## config.mk

```make
export PLATFORM = sky130hd
export DESIGN_NAME = kv_request_frame_parser_core
export DESIGN_NICKNAME = d
export VERILOG_FILES = /design/src/sv/kvp_pkg.sv /design/src/sv/kvp_cmd_match.sv /design/src/sv/kvp_parser.sv /design/src/sv/kvp_rsp_reg.sv /design/src/sv/kv_request_frame_parser_core.sv
export SDC_FILE = /design/constraint.sdc
export NUM_CORES = 1
export LEC_CHECK = 0
export ABC_AREA = 1
export ABC_CLOCK_PERIOD_IN_PS = 9300
export BUFFER_PORTS_ARGS = -buffer_cell sky130_fd_sc_hd__buf_2
export CAP_MARGIN = 10
export CORE_UTILIZATION = 60
export DETAILED_ROUTE_END_ITERATION = 8
export PLACE_DENSITY = 0.89
export RECOVER_POWER = 100
export SYNTH_ARGS = -nofsm -noshare
export SYNTH_HDL_FRONTEND = slang
export SYNTH_SLANG_ARGS = --single-unit
```

## constraint.sdc

```tcl
create_clock -name clock -period 9.3 [get_ports clock]
set_input_delay 0.93 -clock clock [delete_from_list [all_inputs] [get_ports clock]]
set_output_delay 0.93 -clock clock [all_outputs]
set_load 0.01 [all_outputs]
```

## src/sv/kvp_pkg.sv

```systemverilog
`timescale 1ns / 1ps
`default_nettype none

package kvp_pkg;

   // result kinds
   localparam logic [1:0] KIND_KEY     = 2'd0;
   localparam logic [1:0] KIND_VALUE   = 2'd1;
   localparam logic [1:0] KIND_SUMMARY = 2'd2;

   // command codes
   localparam logic [2:0] CMD_SET    = 3'd0;
   localparam logic [2:0] CMD_GET    = 3'd1;
   localparam logic [2:0] CMD_DELETE = 3'd2;
   localparam logic [2:0] CMD_EXPIRE = 3'd3;
   localparam logic [2:0] CMD_OTHER  = 3'd4;

   localparam int NUM_NAMES = 4;
   localparam int NAME_MAX  = 6;

   typedef logic [7:0] name_row_type [NAME_MAX];

   localparam name_row_type NAME_TEXT [NUM_NAMES] = '{
      '{8'h53, 8'h45, 8'h54, 8'h00, 8'h00, 8'h00},
      '{8'h47, 8'h45, 8'h54, 8'h00, 8'h00, 8'h00},
      '{8'h44, 8'h45, 8'h4c, 8'h45, 8'h54, 8'h45},
      '{8'h45, 8'h58, 8'h50, 8'h49, 8'h52, 8'h45}
   };

   localparam logic [7:0] NAME_LEN [NUM_NAMES] = '{8'd3, 8'd3, 8'd6, 8'd6};

   typedef struct packed {
      logic [1:0]  item_kind;
      logic [7:0]  payload_byte;
      logic [2:0]  command_code;
      logic [7:0]  key_length;
      logic        value_present;
      logic [15:0] value_length;
      logic [31:0] time_to_live;
   } rsp_type;

endpackage

`default_nettype wire

```

## src/sv/kvp_cmd_match.sv

```systemverilog
`timescale 1ns / 1ps
`default_nettype none

module kvp_cmd_match (
   input  wire logic [3:0] cand,
   input  wire logic [7:0] pos,
   input  wire logic [7:0] data,
   output logic      [3:0] cand_next,
   output logic      [2:0] code
);
   import kvp_pkg::*;

   always_comb begin
      for (int i = 0; i < NUM_NAMES; i++) begin
         cand_next[i] = cand[i] && (pos < NAME_LEN[i]) &&
                        (NAME_TEXT[i][pos[2:0]] == data);
      end
   end

   // first surviving name whose length matches exactly
   always_comb begin
      code = CMD_OTHER;
      priority if (cand[0] && pos == NAME_LEN[0]) code = CMD_SET;
      else if (cand[1] && pos == NAME_LEN[1]) code = CMD_GET;
      else if (cand[2] && pos == NAME_LEN[2]) code = CMD_DELETE;
      else if (cand[3] && pos == NAME_LEN[3]) code = CMD_EXPIRE;
      else code = CMD_OTHER;
   end

endmodule

`default_nettype wire

```

## src/sv/kvp_parser.sv

```systemverilog
`timescale 1ns / 1ps
`default_nettype none

module kvp_parser (
   input  wire logic              clock,
   input  wire logic              reset,
   input  wire logic              step,
   input  wire logic [7:0]        data_byte,
   input  wire logic              start_of_message,
   output logic                   res_valid,
   output kvp_pkg::rsp_type       res
);
   import kvp_pkg::*;

   localparam logic [3:0] PH_CMD_LEN  = 4'd0;
   localparam logic [3:0] PH_CMD      = 4'd1;
   localparam logic [3:0] PH_KEY_LEN  = 4'd2;
   localparam logic [3:0] PH_KEY      = 4'd3;
   localparam logic [3:0] PH_VAL_FLAG = 4'd4;
   localparam logic [3:0] PH_VLEN_HI  = 4'd5;
   localparam logic [3:0] PH_VLEN_LO  = 4'd6;
   localparam logic [3:0] PH_VAL      = 4'd7;
   localparam logic [3:0] PH_TTL_FLAG = 4'd8;
   localparam logic [3:0] PH_TTL      = 4'd9;
   localparam logic [3:0] PH_DONE     = 4'd10;

   logic [3:0]  phase_ff, phase_in;
   logic [15:0] remain_ff, remain_in;
   logic [3:0]  cand_ff, cand_in;
   logic [7:0]  pos_ff, pos_in;
   logic        cmd_zero_ff, cmd_zero_in;
   logic        fld_zero_ff, fld_zero_in;
   logic [7:0]  key_cnt_ff, key_cnt_in;
   logic        vflag_ff, vflag_in;
   logic [15:0] val_cnt_ff, val_cnt_in;
   logic [31:0] ttl_ff, ttl_in;
   logic [7:0]  len_hi_ff, len_hi_in;

   logic [3:0]  cand_next;
   logic [2:0]  code;
   logic        last_byte;
   logic [15:0] vlen_full;

   kvp_cmd_match u_match (
      .cand      (cand_ff),
      .pos       (pos_ff),
      .data      (data_byte),
      .cand_next (cand_next),
      .code      (code)
   );

   assign last_byte = (remain_ff == 16'd1);
   assign vlen_full = {len_hi_ff, data_byte};

   always_comb begin
      phase_in    = phase_ff;
      remain_in   = remain_ff;
      cand_in     = cand_ff;
      pos_in      = pos_ff;
      cmd_zero_in = cmd_zero_ff;
      fld_zero_in = fld_zero_ff;
      key_cnt_in  = key_cnt_ff;
      vflag_in    = vflag_ff;
      val_cnt_in  = val_cnt_ff;
      ttl_in      = ttl_ff;
      len_hi_in   = len_hi_ff;
      res_valid   = 1'b0;
      res         = '0;

      if (step) begin
         if (start_of_message || phase_ff == PH_CMD_LEN) begin
            remain_in   = {8'd0, data_byte};
            cand_in     = 4'hf;
            pos_in      = 8'd0;
            cmd_zero_in = 1'b0;
            fld_zero_in = 1'b0;
            key_cnt_in  = 8'd0;
            vflag_in    = 1'b0;
            val_cnt_in  = 16'd0;
            ttl_in      = 32'd0;
            len_hi_in   = 8'd0;
            phase_in    = (data_byte != 8'd0) ? PH_CMD : PH_KEY_LEN;
         end else begin
            unique case (phase_ff)
               PH_CMD: begin
                  if (cmd_zero_ff || data_byte == 8'd0) begin
                     cmd_zero_in = 1'b1;
                  end else begin
                     cand_in = cand_next;
                     if (pos_ff != 8'hff) pos_in = pos_ff + 8'd1;
                  end
                  remain_in = remain_ff - 16'd1;
                  if (last_byte) phase_in = PH_KEY_LEN;
               end
               PH_KEY_LEN: begin
                  remain_in   = {8'd0, data_byte};
                  fld_zero_in = 1'b0;
                  phase_in    = (data_byte != 8'd0) ? PH_KEY : PH_VAL_FLAG;
               end
               PH_KEY: begin
                  if (!fld_zero_ff && data_byte != 8'd0) begin
                     res_valid        = 1'b1;
                     res.item_kind    = KIND_KEY;
                     res.payload_byte = data_byte;
                     key_cnt_in       = key_cnt_ff + 8'd1;
                  end else begin
                     fld_zero_in = 1'b1;
                  end
                  remain_in = remain_ff - 16'd1;
                  if (last_byte) phase_in = PH_VAL_FLAG;
               end
               PH_VAL_FLAG: begin
                  vflag_in = (data_byte == 8'd1);
                  phase_in = (data_byte == 8'd1) ? PH_VLEN_HI : PH_TTL_FLAG;
               end
               PH_VLEN_HI: begin
                  len_hi_in = data_byte;
                  phase_in  = PH_VLEN_LO;
               end
               PH_VLEN_LO: begin
                  remain_in   = vlen_full;
                  fld_zero_in = 1'b0;
                  phase_in    = (vlen_full != 16'd0) ? PH_VAL : PH_TTL_FLAG;
               end
               PH_VAL: begin
                  if (!fld_zero_ff && data_byte != 8'd0) begin
                     res_valid        = 1'b1;
                     res.item_kind    = KIND_VALUE;
                     res.payload_byte = data_byte;
                     val_cnt_in       = val_cnt_ff + 16'd1;
                  end else begin
                     fld_zero_in = 1'b1;
                  end
                  remain_in = remain_ff - 16'd1;
                  if (last_byte) phase_in = PH_TTL_FLAG;
               end
               PH_TTL_FLAG: begin
                  ttl_in = 32'd0;
                  if (data_byte == 8'd1) begin
                     remain_in = 16'd4;
                     phase_in  = PH_TTL;
                  end else begin
                     res_valid         = 1'b1;
                     res.item_kind     = KIND_SUMMARY;
                     res.command_code  = code;
                     res.key_length    = key_cnt_ff;
                     res.value_present = vflag_ff;
                     res.value_length  = vflag_ff ? val_cnt_ff : 16'd0;
                     res.time_to_live  = 32'd0;
                     phase_in          = PH_DONE;
                  end
               end
               PH_TTL: begin
                  ttl_in    = {ttl_ff[23:0], data_byte};
                  remain_in = remain_ff - 16'd1;
                  if (last_byte) begin
                     res_valid         = 1'b1;
                     res.item_kind     = KIND_SUMMARY;
                     res.command_code  = code;
                     res.key_length    = key_cnt_ff;
                     res.value_present = vflag_ff;
                     res.value_length  = vflag_ff ? val_cnt_ff : 16'd0;
                     res.time_to_live  = {ttl_ff[23:0], data_byte};
                     phase_in          = PH_DONE;
                  end
               end
               default: begin
                  phase_in = PH_DONE;
               end
            endcase
         end
      end
   end

   always_ff @(posedge clock) begin
      if (reset) begin
         phase_ff    <= PH_CMD_LEN;
         remain_ff   <= 16'd0;
         cand_ff     <= 4'd0;
         pos_ff      <= 8'd0;
         cmd_zero_ff <= 1'b0;
         fld_zero_ff <= 1'b0;
         key_cnt_ff  <= 8'd0;
         vflag_ff    <= 1'b0;
         val_cnt_ff  <= 16'd0;
         ttl_ff      <= 32'd0;
         len_hi_ff   <= 8'd0;
      end else begin
         phase_ff    <= phase_in;
         remain_ff   <= remain_in;
         cand_ff     <= cand_in;
         pos_ff      <= pos_in;
         cmd_zero_ff <= cmd_zero_in;
         fld_zero_ff <= fld_zero_in;
         key_cnt_ff  <= key_cnt_in;
         vflag_ff    <= vflag_in;
         val_cnt_ff  <= val_cnt_in;
         ttl_ff      <= ttl_in;
         len_hi_ff   <= len_hi_in;
      end
   end

endmodule

`default_nettype wire

```

## src/sv/kvp_rsp_reg.sv

```systemverilog
`timescale 1ns / 1ps
`default_nettype none

module kvp_rsp_reg (
   input  wire logic              clock,
   input  wire logic              reset,
   input  wire logic              load,
   input  wire logic              in_valid,
   input  wire kvp_pkg::rsp_type  in_data,
   output logic                   can_load,
   output logic                   out_valid,
   output kvp_pkg::rsp_type       out_data,
   input  wire logic              out_ready
);
   import kvp_pkg::*;

   logic    valid_ff, valid_in;
   rsp_type data_ff;

   // register frees up in the same cycle it is drained
   assign can_load = !valid_ff || out_ready;

   always_comb begin
      valid_in = valid_ff;
      if (valid_ff && out_ready) valid_in = 1'b0;
      if (load && in_valid) valid_in = 1'b1;
   end

   always_ff @(posedge clock) begin
      if (reset) valid_ff <= 1'b0;
      else       valid_ff <= valid_in;
   end

   always_ff @(posedge clock) begin
      if (load && in_valid) data_ff <= in_data;
   end

   assign out_valid = valid_ff;
   assign out_data  = data_ff;

endmodule

`default_nettype wire

```

## src/sv/kv_request_frame_parser_core.sv

```systemverilog
`timescale 1ns / 1ps
`default_nettype none
// latency: a result is valid on rsp_ the cycle after its request is accepted
// throughput: one request byte per cycle, held only by back-pressure on the
//    single result register ahead of rsp_
// reset: synchronous, clears the parse state and the result valid; the first
//    byte after reset is taken as a command length

module kv_request_frame_parser_core (
   input  wire logic        clock,
   input  wire logic        reset,
   input  wire logic        req_valid,
   output logic             req_ready,
   input  wire logic [7:0]  req_data_byte,
   input  wire logic        req_start_of_message,
   output logic             rsp_valid,
   input  wire logic        rsp_ready,
   output logic [1:0]       rsp_item_kind,
   output logic [7:0]       rsp_payload_byte,
   output logic [2:0]       rsp_command_code,
   output logic [7:0]       rsp_key_length,
   output logic             rsp_value_present,
   output logic [15:0]      rsp_value_length,
   output logic [31:0]      rsp_time_to_live
);
   import kvp_pkg::*;

   logic    step;
   logic    res_valid;
   rsp_type res;
   rsp_type out_data;

   assign step = req_valid && req_ready;

   kvp_parser u_parser (
      .clock            (clock),
      .reset            (reset),
      .step             (step),
      .data_byte        (req_data_byte),
      .start_of_message (req_start_of_message),
      .res_valid        (res_valid),
      .res              (res)
   );

   kvp_rsp_reg u_rsp (
      .clock     (clock),
      .reset     (reset),
      .load      (step),
      .in_valid  (res_valid),
      .in_data   (res),
      .can_load  (req_ready),
      .out_valid (rsp_valid),
      .out_data  (out_data),
      .out_ready (rsp_ready)
   );

   assign rsp_item_kind     = out_data.item_kind;
   assign rsp_payload_byte  = out_data.payload_byte;
   assign rsp_command_code  = out_data.command_code;
   assign rsp_key_length    = out_data.key_length;
   assign rsp_value_present = out_data.value_present;
   assign rsp_value_length  = out_data.value_length;
   assign rsp_time_to_live  = out_data.time_to_live;

endmodule

`default_nettype wire

```

Word-level counts from Yosys, hierarchy flattened
Memory sizes are Yosys's and may differ from the RTL's.
Index checks and enable logic that the tools add are counted.
{"block": "word_totals", "reg_bits": 162, "n_memories": 4, "inputBits": 13, "rom_bits": 256, "out_inout_bits": 72}
{"block": "classes", "order_cmp": 3, "eq_ne": 25, "add_sub_neg": 4, "n_mux": 69, "reduce_logical": 52, "bitwise": 2}
{"memory": "(no name shown)", "depth": 8, "width": 8, "read_ports": 1, "rd_ports_with_merged_regs": 0, "wr": 0, "line": "kvp_cmd_match.sv:16", "text": "(NAME_TEXT[i][pos[2:0]] == data);"}
{"memory": "(no name shown)", "depth": 8, "width": 8, "read_ports": 1, "rd_ports_with_merged_regs": 0, "wr": 0, "line": "kvp_cmd_match.sv:16"}
{"memory": "(no name shown)", "depth": 8, "width": 8, "read_ports": 1, "rd_ports_with_merged_regs": 0, "wr": 0, "line": "kvp_cmd_match.sv:16"}
{"memory": "(no name shown)", "depth": 8, "width": 8, "read_ports": 1, "rd_ports_with_merged_regs": 0, "wr": 0, "line": "kvp_cmd_match.sv:16"}
{"operator": "8-bit 2-to-1 mux", "count": 18}
{"operator": "60-bit 2-to-1 mux", "count": 2}
{"operator": "60-bit case mux with 2 select lines", "count": 1}
{"operator": "16-bit 2-to-1 mux", "count": 6}
{"operator": "16-bit case mux with 4 select lines", "count": 1}
{"operator": "24-bit case mux with 2 select lines", "count": 1}
{"operator": "4-bit 2-to-1 mux", "count": 10}
{"operator": "4-bit case mux with 9 select lines", "count": 1}
{"operator": "8-bit equality test", "count": 4}
{"operator": "24-bit 2-to-1 mux", "count": 1}
{"operator": "3-bit AND reduction", "count": 6}
{"operator": "2-bit nonzero test", "count": 9}
{"operator": "16-bit by 1-bit adder with 16-bit output, second input constant", "count": 1}
{"operator": "8-bit by 1-bit adder with 8-bit output, second input constant", "count": 2}
{"operator": "16-bit by 1-bit equality test with 1-bit output, second input constant", "count": 1}
{"operator": "4-bit by 3-bit equality test with 1-bit output, second input constant", "count": 4}
{"operator": "1-bit logical AND", "count": 16}
{"operator": "8-bit case mux with 2 select lines", "count": 1}
{"operator": "16-bit nonzero test", "count": 1}
{"operator": "16-bit by 1-bit subtractor with 16-bit output, second input constant", "count": 1}
{"operator": "3-bit 2-to-1 mux", "count": 5}
{"operator": "3-bit by 1-bit inequality test with 1-bit output, second input constant", "count": 5}
{"operator": "1-bit 2-to-1 mux", "count": 14}
{"operator": "9-bit 2-to-1 mux", "count": 1}
{"operator": "30 further kinds", "count": 43}

Longest topological paths before layout
{"block": "depth", "depth_word": 9, "depth_mapped": 11, "mapped_depth_nobuf": 11}

Cells and area by module
A second synthesis with hierarchy kept.
{"block": "unflattened", "hier_cells": 1072, "hier_area_um2": 8230.4}
{"module": "kvp_parser", "cells_each": 886, "seq_area_each_um2": 1821.7, "area_each_um2": 5537.8, "instances": 1}
{"module": "kvp_rsp_reg", "cells_each": 76, "seq_area_each_um2": 2122.0, "area_each_um2": 2148.3, "instances": 1}
{"module": "kvp_cmd_match", "cells_each": 108, "seq_area_each_um2": 0.0, "area_each_um2": 536.8, "instances": 1}
{"module": "kv_request_frame_parser_core", "cells_each": 2, "seq_area_each_um2": 0.0, "area_each_um2": 7.5, "instances": 1}

Worst setup path before layout
OpenSTA, ideal clock, no wires.
{"block": "synth_path", "path_kind": "input to register", "from": "in rsp_ready", "to": "reg u_rsp.data_ff (netlist bit u_rsp.out_data[0]), enable pin", "cell_stages": 9, "t_arrival_ns": 3.170, "required_time_ns": 8.876, "setup_slack_ns": 5.706, "path_cell_list": "inv_1 -> nand2_1 -> nand2_2 -> inv_1 -> buf_4 -> nand2_1 -> o21ai_0 -> nand2_1 -> inv_1"}
{"block": "synth_between", "elab_chain_cells": 4}
{"element": "start, declared", "line": "kv_request_frame_parser_core.sv:17", "text": "input wire logic rsp_ready,"}
{"element": "1-bit logical OR *", "line": "kvp_rsp_reg.sv:21", "text": "assign can_load = !valid_ff || out_ready;"}
{"element": "via req_ready", "line": "kv_request_frame_parser_core.sv:13", "text": "output logic req_ready,"}
{"element": "1-bit logical AND *", "line": "kv_request_frame_parser_core.sv:33", "text": "assign step = req_valid && req_ready;"}
{"element": "1-bit 2-to-1 mux", "line": "kvp_parser.sv:70", "text": "if (step) begin"}
{"element": "1-bit logical AND *", "line": "kvp_rsp_reg.sv:35", "text": "if (load && in_valid) data_ff <= in_data;"}
{"element": "end signal, assigned", "line": "kvp_rsp_reg.sv:35"}
{"element": "end, declared", "line": "kvp_rsp_reg.sv:18", "text": "rsp_type data_ff;"}
Mark *: on every way through the listed nets, which the timed path passes. The rest lies on a longest branch.
A chain may end at the register's enable or synchronous reset.

Worst setup path in the final report
{"block": "layout_path", "from": "reg u_parser.phase_ff[1]", "to": "reg u_parser.val_cnt_ff[12]"}
{"block": "layout_between", "elab_chain_cells": 4, "word_cells_on_any_way": 7}
{"element": "start, declared", "line": "kvp_parser.sv:27", "text": "logic [3:0] phase_ff, phase_in;"}
{"element": "start signal, assigned", "line": "kvp_parser.sv:189", "text": "phase_ff <= phase_in;"}
{"element": "4-bit logical NOT", "line": "kvp_parser.sv:71", "text": "if (start_of_message || phase_ff == PH_CMD_LEN) begin"}
{"element": "1-bit logical OR", "line": "kvp_parser.sv:71"}
{"element": "2-bit nonzero test (no source line)"}
{"element": "3-bit AND reduction (no source line)"}
{"element": "end signal, assigned", "line": "kvp_parser.sv:197", "text": "val_cnt_ff <= val_cnt_in;"}
{"element": "end, declared", "line": "kvp_parser.sv:35", "text": "logic [15:0] val_cnt_ff, val_cnt_in;"}
Several ways; a longest one is shown, not always the timed one.

==> out/results.tsv <==
stage	metric	value	unit
synthesis	yosys_warnings	0	
layout	fin_util	68.6	%
synthesis	synth_edf_count	70	
timing	slew_headroom	-32.3	%
cts	path_clk_slew	70	ps
global_routing	grt_pass1_vias	6888	
layout	area_delta_synth_final	10.8	%
routing	final_antenna_net_count	0	
cts	cts_root_buffer	clkbuf_16	
placement	gp_congestion	0.963	
floorplanning	io_pins	85	
timing	tightest_slew	1980	ps
synthesis	ys_ff_latch	162	
global_routing	antenna_found_initial	0	
floorplanning	die_h	119	um
setup_path	r2r_slack	4650	ps
cts	clock_sinks	162	
layout	final_cell_area	9160	um2
synthesis	yosysUniqueCellTypes	43	
routing	via_count	7451	
synthesis	yosysTopAreaCellShare	25.4	%
cts	holdBufCountCts	0	
setup_path	cp.arrival	5020	ps
setup_path	crit_type	reg -> reg	
floorplanning	core	13300	um2
setup_path	crit_slowest_cell	nor2_1	
global_routing	gr-usage-all-layers	30.6	%
timing	final.min_clock_period	4650	ps
timing	finalSetupViolCount	0	
timing	max_freq	215	MHz
floorplanning	core.rowCount	42	
cts	htreeDepth	4	
timing	finalCritPeriodShare	50.0	%
placement	hpwlAfterDp	14.1	mm
global_routing	globalRouteOverflowTotal	0	
synthesis	synth_area	8270	um2
synthesis	syn_nets	1077	
routing	wl	21.0	mm
layout	drive_above_1_share	7.75	%
setup_path	path_common_cell	nor2_1	
synthesis	synth_most_common_cell	nand2_1	
power_and_ir_drop	ir_worst_vdd	0.0996	mV
synthesis	avgSynthCellArea	7.83	um2
layout	n_antenna_cell	0	
flow_run	max_cap_violations	1	
synthesis	synth_seq_area_share	47.7	%
routing	firstDrtPassIters	6	
timing	tns	0	ps
synthesis	synth_area_leaders	edfxtp_1 25%, dfxtp_1 22%, nand2_1 10%, nor2_1 6.8%, nand3_1 6.1%	
routing	avgViaCountPerCell	5.68	
worst_hold_path	min_from	u_parser.ttl_ff[23]	
floorplanning	die_w	119	um
setup_path	reg2regPathDepth	8	
layout	nNetsFinal	1144	
synthesis	async_reset_ff_share	0	%
power_and_ir_drop	power-per-cell-area	186	nW/um2
cts	clock_latency	440	ps
setup_path	rr_startpoint	u_parser.phase_ff[1]	
routing	drc	0	
synthesis	synth_top_area_cell	edfxtp_1	
floorplanning	initial_core_util	61.9	%
setup_path	endpoint_kind	flop	
setup_path	max_stage_delay	1060	ps
cts	post_cts_resized	0	
floorplanning	die_area	14300	um2
cts	cts_made_buffers	17	
timing	skew	7.30	ps
worst_hold_path	worstHoldEndpoint	u_parser.ttl_ff[23]	
cts	cts_tree	yes	
global_routing	grt_pass1_wl	34.0	mm
setup_path	crit_fanout	29	
setup_path	cp_data_required_time	9660	ps
placement	port-buffer-count	84	
timing	hold_violations	0	
setup_path	r2r_end	u_parser.val_cnt_ff[12]	
status	outcome	finished, violations left	
power_and_ir_drop	p_leak	3.27	nW
timing	rsz0062_at_grt	no	
routing	drt_iter0_drc	904	
synthesis	postSynth.topFlopCell	dfxtp_1	
cts	clock_path_buffers	2	
setup_path	startpoint_type	flop	
placement	placed_area	8690	um2
worst_hold_path	holdCritPathClass	reg -> reg	
setup_path	path_cells	nor2_1 -> nand2_1 -> nand2_1 -> nor2_1 -> inv_1 -> nor2_1 -> nand3_1 -> a21oi_1	
global_routing	grt_max_degree	71	
synthesis	syn_inst	1056	
routing	wire_per_inst	16.0	um
cts	post_cts.repair.setup_buffers	0	
timing	whs	474	ps
synthesis	synthTopCellsByCount	223 x nand2_1, 150 x nor2_1, 109 x inv_1, 101 x nand3_1, 92 x dfxtp_1	
worst_hold_path	hold_depth	2	
status	failed_checks	max-capacitance violations, max-slew violations	
timing	drv_slew	46	
==> final cells by class <==
class                   count  area [um2]
repair buffers             88         357
well taps                 176         220
clock inverters            15         216
clock buffers              17         425
fillers                  1102        4190
flip-flops and latches    162        3940
multi-input cells         735        3550
inverters                 119         448
==> per-layer routing <==
layer	wire, um	GRT usage [%]	up-vias	part of all wire [%]
met5	0	0	-	0
met4	483	11.1	0	2.3
met3	1460	5.41	54	7.0
met2	10300	50.9	340	49
met1	8750	39.8	3455	42
li1	-	-	3602	-
==> cell usage in the layout (no fill, tap or decap), drive strengths merged, types with 8 or more instances in the layout <==
cell type	netlist	routed
dfxtp	92	92
o21ai	46	46
nand4	10	10
buf	26	15
a21oi	83	83
xor2	9	9
clkbuf	14	90
nor2	171	171
a211oi	20	20
edfxtp	70	70
ha	8	8
inv	117	123
nand3	104	104
nand2	233	233
nor3	27	27
==> report_power, final <==
group	internal (W)	leakage, nW	total [W]	switching (W)
registers	0.000753	1.26	0.000767	0.0000149
clock network	0.000457	0.308	0.000767	0.000309
logic	0.0000467	1.71	0.000171	0.000124
total	0.00126	3.27	0.00171	0.000448
==> registers in the layout (all words and copies together) (netlist names) <==
name and count:
u_parser.cand_ff 4, u_parser.cmd_zero_ff 1, u_parser.fld_zero_ff 1, u_parser.key_cnt_ff 8, u_parser.len_hi_ff 8, u_parser.phase_ff 4
u_parser.pos_ff 8, u_parser.remain_ff 16, u_parser.ttl_ff 24, u_parser.val_cnt_ff 16, u_parser.vflag_ff 1, u_rsp.out_data 70
u_rsp.out_valid 1
==> stage by stage <==
stage          worst slack, ps  cells  power (W)
2_1_floorplan             5710   1056   0.000915
6_report                  4650   1312    0.00171
4_1_cts                   6260   1312    0.00171
5_1_grt                   4240   1312    0.00176
3_3_place_gp              6060   1280   0.000948
3_5_place_dp              5980   1280   0.000952
==> worst max-delay path: cells and delay by family (launching register included) <==
kind	cells	cell delay, ps
AO/OA/AOI/OAI	1	210
buffers and inverters	1	720
flip-flops	1	570
AND/OR/NAND/NOR	6	3070
==> cell families after synthesis <==
family / Yosys count / synth area share (%)
buffers and inverters: 159 / 8.40
XOR/XNOR: 11 / 1.17
adder cells (fa/ha/maj): 8 / 1.21
flip-flops: 162 / 47.7
AND/OR/NAND/NOR: 557 / 29.9
AO/OA/AOI/OAI: 159 / 11.6
==> worst max-delay path by stage <==
stage / start / end / slack, ps / cells after the start
4_1_cts: u_parser.remain_ff[2] / u_rsp.out_data[44] / 6260 / 10
3_5_place_dp: req_start_of_message / u_rsp.out_data[45] / 5980 / 9
3_3_place_gp: req_start_of_message / u_rsp.out_data[45] / 6060 / 9
2_1_floorplan: rsp_ready / u_rsp.out_data[0] / 5710 / 9
5_1_grt: u_parser.phase_ff[1] / u_parser.val_cnt_ff[10] / 4240 / 8
6_report: u_parser.phase_ff[1] / u_parser.val_cnt_ff[12] / 4650 / 8
Note: power is estimated with default switching activity, not from simulation.
